### config.mk
export PLATFORM = sky130hd
export DESIGN_NAME = ptc_queue
export DESIGN_NICKNAME = d
export VERILOG_FILES = /design/src/hw/rtl/ptc_pkg.sv /design/src/hw/rtl/ptc_queue.sv
export SDC_FILE = /design/constraint.sdc
export NUM_CORES = 1
export LEC_CHECK = 0
export BUFFER_PORTS_ARGS = -buffer_cell sky130_fd_sc_hd__buf_2
export CELL_PAD_IN_SITES_DETAIL_PLACEMENT = 1
export CELL_PAD_IN_SITES_GLOBAL_PLACEMENT = 2
export CORE_UTILIZATION = 25
export DETAILED_ROUTE_END_ITERATION = 16
export HOLD_SLACK_MARGIN = 0.06
export PLACE_DENSITY_LB_ADDON = 0.1
export SETUP_SLACK_MARGIN = 0.3
export SLEW_MARGIN = 20
export SYNTH_ARGS = -nofsm -noshare
export SYNTH_HDL_FRONTEND = slang
export SYNTH_SLANG_ARGS = --single-unit
### constraint.sdc
create_clock -name clk -period 2.9 [get_ports clk]
set_input_delay 0.58 -clock clk [delete_from_list [all_inputs] [get_ports clk]]
set_output_delay 0.58 -clock clk [all_outputs]
set_load 0.03 [all_outputs]
### src/hw/rtl/ptc_pkg.sv
// Shared types and constants for the pressure/temperature compensation block.
package ptc_pkg;

  // One measurement: raw temperature in the low bits.
  typedef struct packed {
    logic [19:0] raw_pressure;
    logic [19:0] raw_temperature;
  } in_item_t;

  // One compensated result.
  typedef struct packed {
    logic        divisor_zero;
    logic [31:0] pressure_q24_8;
    logic [31:0] temperature_centi;
  } res_t;

  // Packed factory trim words, one 48-bit register each.
  typedef struct packed {
    logic [47:0] pressure_trim_high;
    logic [47:0] pressure_trim_mid;
    logic [47:0] pressure_trim_low;
    logic [47:0] temperature_trim;
  } trim_t;

  typedef enum logic [1:0] {
    REG_TEMP_TRIM  = 2'd0,
    REG_PRESS_LOW  = 2'd1,
    REG_PRESS_MID  = 2'd2,
    REG_PRESS_HIGH = 2'd3
  } reg_idx_t;

  localparam logic [63:0] PRESS_OFFSET = 64'd128000;
  localparam logic [20:0] PRESS_FULL   = 21'd1048576;
  localparam logic [63:0] PRESS_SCALE  = 64'd3125;
  localparam logic [63:0] DEN_BIAS     = 64'h0000_8000_0000_0000;

  localparam int DIV_BITS = 64;
  // Sign stage, one stage per quotient bit, sign fix stage.
  localparam int DIV_LAT  = DIV_BITS + 2;

endpackage

### src/hw/rtl/ptc_queue.sv
// Input queue: takes measurements from the stream and holds them for the datapath.
module ptc_queue
  import ptc_pkg::*;
#(
  parameter int DEPTH = 4
) (
  input  logic     clk,
  input  logic     rst,
  input  logic     in_valid,
  output logic     in_ready,
  input  in_item_t in_data,
  input  logic     pop,
  output logic     out_valid,
  output in_item_t out_data
);

  localparam int AW = $clog2(DEPTH);
  localparam int CW = $clog2(DEPTH + 1);

  in_item_t        mem [0:DEPTH-1];
  logic [AW-1:0]   wr_ptr;
  logic [AW-1:0]   rd_ptr;
  logic [CW-1:0]   count;
  logic            push;

  assign in_ready  = (count != CW'(DEPTH));
  assign push      = in_valid && in_ready;
  assign out_valid = (count != '0);
  assign out_data  = mem[rd_ptr];

  always_ff @(posedge clk) begin
    if (push) begin
      mem[wr_ptr] <= in_data;
    end
  end

  always_ff @(posedge clk) begin
    if (rst) begin
      wr_ptr <= '0;
      rd_ptr <= '0;
      count  <= '0;
    end else begin
      if (push) begin
        wr_ptr <= (wr_ptr == AW'(DEPTH - 1)) ? '0 : wr_ptr + 1'b1;
      end
      if (pop) begin
        rd_ptr <= (rd_ptr == AW'(DEPTH - 1)) ? '0 : rd_ptr + 1'b1;
      end
      if (push && !pop) begin
        count <= count + 1'b1;
      end else if (pop && !push) begin
        count <= count - 1'b1;
      end
    end
  end

`ifndef SYNTH
  a_count_max: assert property (@(posedge clk) disable iff (rst)
    count <= CW'(DEPTH))
    else $error("queue count above depth");
  a_push_grow: assert property (@(posedge clk) disable iff (rst)
    (push && !pop) |=> count == $past(count) + 1'b1)
    else $error("queue count did not grow on push");
  a_pop_empty: assert property (@(posedge clk) disable iff (rst)
    pop |-> count != '0)
    else $error("pop from empty queue");
`endif

endmodule

Word-level counts from Yosys, hierarchy flattened
Memory sizes are Yosys's and may differ from the RTL's. A register that Yosys moved wholly into a read port is not among the register bits.
Index checks and enable logic that the tools add are counted.
- memories kept: 1
- output and inout bits: 42
- register bits after elaboration: 7
- RAM bits: 160
- reductions and logical operators: 7
- mux-type cells: 8
- add/subtract/negate cells: 4
- eq/ne operators: 3
- memory list (memory ; depth ; width ; read ports ; clocked after Yosys merged registers in ; write ports ; line ; RTL):
    mem ; 4 ; 40 ; 1 ; 1 ; 1 ; ptc_queue.sv:20 ; in_item_t mem [0:DEPTH-1];
- operators with widths (operator ; count):
    two-way mux 2 bit ; 4
    two-way mux 3 bit ; 2
    adder 2 x 1 -> 2 bit (second input constant) ; 2
    equality test 2 bit (second input constant) ; 2
    adder 3 x 1 -> 3 bit (second input constant) ; 1
    logical AND 1 bit ; 3
    inequality test 3 bit (second input constant) ; 1
    nonzero test 3 bit ; 1
    subtractor 3 x 1 -> 3 bit (second input constant) ; 1
    zero test 1 bit ; 2
    two-way mux 1 bit ; 2
    nonzero test 2 bit ; 1

Depth between registers and ports, before layout
- word-level depth: 6
- depth in mapped cells: 9

Least setup slack after synthesis
OpenSTA, ideal clock, no wires.
- path type: flip-flop to flip-flop
- start: register count[0]
- end: register count[2]
- period minus slack after synthesis: 2151 ps
- path slack: 749 ps
- data arrival time: 2081 ps
- cell stages (with the launch flop): 10
- data required time: 2830 ps
- path through: dfxtp_1 -> or3b_1 -> buf_6 -> and2_4 -> ha_1 -> inv_1 -> fa_1 -> xor2_1 -> or3_2 -> a21oi_1
- cells in the longest elaborated chain, start to end: 5
- elaborated cells between the ends (all ways): 10
- ends and longest elaborated chain (item ; line ; RTL):
    start, declared ; ptc_queue.sv:23 ; logic [CW-1:0] count;
    start signal, assigned ; ptc_queue.sv:50 ; count <= count + 1'b1;
    start signal, assigned ; ptc_queue.sv:52 ; count <= count - 1'b1;
    inequality test 3 bit (*) ; ptc_queue.sv:26 ; assign in_ready = (count != CW'(DEPTH));
    via in_ready ; ptc_queue.sv:10 ; output logic in_ready,
    logical AND 1 bit (*) ; ptc_queue.sv:27 ; assign push = in_valid && in_ready;
    via push ; ptc_queue.sv:24 ; logic push;
    zero test 1 bit ; ptc_queue.sv:51 ; end else if (pop && !push) begin
    logical AND 1 bit ; ptc_queue.sv:51 ;
    nonzero test 2 bit (no line) ; n/a ;
Mark *: on every way through the listed nets, which the timed path passes. The rest lies on a longest branch. The select of a mux whose other input is x is not followed.
A chain may end at the register's enable or synchronous reset.

==> results.md <==
* Run status: completed
* Combinational Power Share at 15.6%
* Gate Count Post-Synth at 257
* Final-report max-slew violation count at 0
* Top cell type by total area after synthesis: sky130_fd_sc_hd__edfxtp_1
* Class of the most critical hold timing path: in2reg
* Syn Nets at 308
* Final setup violation count at 0
* Bufs on Longest Clock Path at 2
* Yosys synthesis warning count at 0
* Final standard cell utilization of the core at 31.9%
* Portion of the post-synthesis area used by sequential elements at 79.9%
* Synth Area in Compound Gates at 0.441%
* Pin count of the biggest net entering global routing at 41
* Fraction of the mapped netlist area in simple logic gates at 1.72%
* Core box area at 24400 µm²
* Placement-stage worst setup slack at 602 ps
* Achievable clock frequency at 0.409 GHz
* Top-Level Pins at 86
* Overall via count from detail_route at 2888
* Area Growth Syn to Fin at 24.5%
* Fraction of power consumed by sequential logic at 47.6%
* Multiplexer fraction of the synthesized cell area at 14.9%
* Unrepaired setup endpoints after global routing: no
* Die boundary height at 160 µm
* Final worst path period need at 2440 ps
* Final Skew at 7.35 ps
* Fraction of post-synthesis cell area in the top cell type by area at 77.0%
* Final Cell Area at 7770 µm²
* Die Area at 25600 µm²
* Transition at the pin with the smallest max-transition slack at 571 ps
* Clock transition time at the flip-flop clock pins of the worst setup and hold paths at 70 ps
* Count of final hold-check violations at 0
* Clock Latency Late Sink at 420 ps
* Adder and majority cell fraction of the synthesized area at 1.52%
* Count of filler cells inserted in the layout at 2479
* Worst slew margin relative to its limit at 62.0%
* Inserted Clock Buffers at 17
* Global Route met1 Usage at 14.7%
* Path type of the worst setup path: reg2out
* Global-route met2 utilization at 17.0%
* Quantity of hold-fixing buffers added after cts at 0
* Routing usage on met3 at 2.91%
* Postcts setup bufs at 0
* Tightest hold margin at 367 ps
* Final-stage net count at 408
* Type of origin of the critical path: flip-flop
* Longest individual stage delay on the worst path at 530 ps
* First-pass GRT wire length at 20200 µm
* Flip-flop and latch count after synthesis at 169
* Internal power of the cells at 4.58 mW
* All-layer global routing usage at 11.0%
* Leakage power at 2.61 nW
* Required time at the endpoint of the critical path at 2320 ps
* Slowest-stage cell, CP: sky130_fd_sc_hd__mux4_2
* I/O Buffers at 85
* Sw frac at 27.1%
* Syn Area/Cell at 24.3 µm²
* CP max FO at 18
* Fraction of layout cells with a size suffix above 1 at 47.0%
* Post-synth design cell area at 6240 µm²
* Starting density of the core at 25.6%
* Root buffer selected by CTS: sky130_fd_sc_hd__clkbuf_16
* Vias in the first global route at 3208
* Prevailing post-synth register cell: sky130_fd_sc_hd__edfxtp_1
* Distinct cells, synth at 24
* # DRC at 0
* Reported net switching power at 1.70 mW
* Area of placed instances at 7130 µm²
* Setup crit end kind: primary output
* Maximum level of the CTS H-tree at 4
* Via density per instance at 4.16
* Std cell rows at 57
* Fraction of synthesis flops using an asynchronous set or reset pin at 0%
* Max-capacitance violation count at 0
* Fin Setup TNS at 0 ps
* Maximum ir drop on the vdd rail at 311 µV
* Cell-by-cell trace of the critical path: clkbuf_16 > mux4_2 > buf_2
* Horizontal die dimension at 160 µm
* XOR/XNOR share of the synthesized area at 0.281%
* Count of flip-flops with a built-in enable after synthesis at 160
* Final GP Congestion at 0.634
* Main combinational cell family by area after synthesis: multiplexers
* Power density normalized to cell area at 808 nW/µm²
* Number of nets with antenna violations after routing at 0
* Fin crit share at 84.3%
* Drt wl/cell at 19.1 µm
* Clock group share of total power at 36.8%
* Iteration-0 DRC count of the detailed router at 110
* Arrival time reported for the critical path endpoint at 1860 ps
* Routing layer with the top usage in global route: met2
* Total routed wirelength at 13300 µm
* Sum of overflow across all layers after global routing at 0
* Router iterations before antenna repair at 4
* Clock tree from TritonCTS: done
* Hpwl dp at 7670 µm
* Min setup slack post-route at 457 ps
* Antenna violations before repair at 1
* Clk sink count at 169
* Dominant cells by area after synthesis: sky130_fd_sc_hd__edfxtp_1 77%, sky130_fd_sc_hd__mux4_2 14%, sky130_fd_sc_hd__dfxtp_1 2.9%
## layout make-up
cell class / count / area (µm²) / area share [%]
flip-flops and latches: 169 / 4990 / 64.2
repair buffers: 92 / 578 / 7.44
multi-input cells: 73 / 1180 / 15.2
diodes: 1 / 2.50 / 0.0322
clock inverters: 15 / 179 / 2.30
clock buffers: 17 / 425 / 5.47
inverters: 4 / 15.0 / 0.193
well taps: 324 / 405 / 5.21
## power groups by stage
stage                     Sequential, mW  Clock [mW]  Combinational [mW]
after detailed placement            3.05           0                1.01
final                               2.99        2.32               0.979
after global placement              3.03           0                1.00
after floorplan                     3.02           0               0.663
after global routing                3.01        2.49                1.06
after CTS                           2.99        2.39                1.01
## critical path: cells and delay by family (launching register included)
kind,cells,cell delay (ps)
muxes,1,530
DFF,1,450
buffers and inverters,2,450
## cell usage after synthesis, drive strengths merged (2+ instances only)
library cell	number
a21oi	2
and3	4
buf	9
clkbuf	2
dfxtp	9
edfxtp	160
ha	6
inv	4
mux2i	3
mux4	40
nand2b	2
nor2	4
or3	2
xor2	2
## cells in the final DEF (no fill, tap or decap), drive strengths merged
cell type | synthesis | routed
mux4 | 40 | 40
or3 | 2 | 2
nor3b | 1 | 1
nand2b | 2 | 2
xor2 | 2 | 2
clkbuf | 2 | 18
inv | 4 | 13
dfxtp | 9 | 9
fa | 1 | 1
o21ai | 1 | 1
clkinv | 0 | 4
bufinv | 0 | 2
nand3 | 1 | 1
and3 | 4 | 4
or3b | 1 | 1
a21oi | 2 | 2
edfxtp | 160 | 160
buf | 9 | 91
mux2i | 3 | 3
nor3 | 1 | 1
diode | 0 | 1
and2 | 1 | 1
o31ai | 1 | 1
ha | 6 | 6
nor2 | 4 | 4
## timing repair
| action | in CTS | in global routing |
|---|---|---|
| resized for setup | 0 | 1 |
| endpoints found under the setup margin | 0 | 28 |
| hold endpoints to repair | 0 | 0 |
## routing by layer
layer | up-vias | share of wire, %
met5 | - | 0
met1 | 1526 | 47
met4 | 0 | 1.9
li1 | 1280 | -
met3 | 18 | 3.8
met2 | 64 | 47
## worst paths after layout
path	start	endpoint	slack (ps)	depth (start not counted)
setup / recovery	flip-flop	out_data[37]	460	3
hold reg to reg	count[2]	count[2]	500	2
hold / removal	in_data[29]	mem[1][29]	370	1
setup reg to reg	count[0]	count[2]	660	8
## cells by family after synthesis
kind of cell / after synthesis
AOI/OAI and AO/OA: 4
xor gates and xnor gates: 2
adders and majority gates: 7
buffers and inverters: 15
DFF: 169
muxes: 43
and+or+nand+nor: 17
## metrics by stage
step / instances / power [mW]
after floorplan: 257 / 3.68
after global placement: 661 / 4.04
after detailed placement: 661 / 4.05
after CTS: 693 / 6.39
after global routing: 694 / 6.56
final: 695 / 6.28
## flip-flops by register name, summed over array words and instances, names as in the netlist, named ones only
register / cells
wr_ptr: 2
mem: 160
rd_ptr: 2
count: 3
No activity file was read; power rests on OpenSTA's default activity.
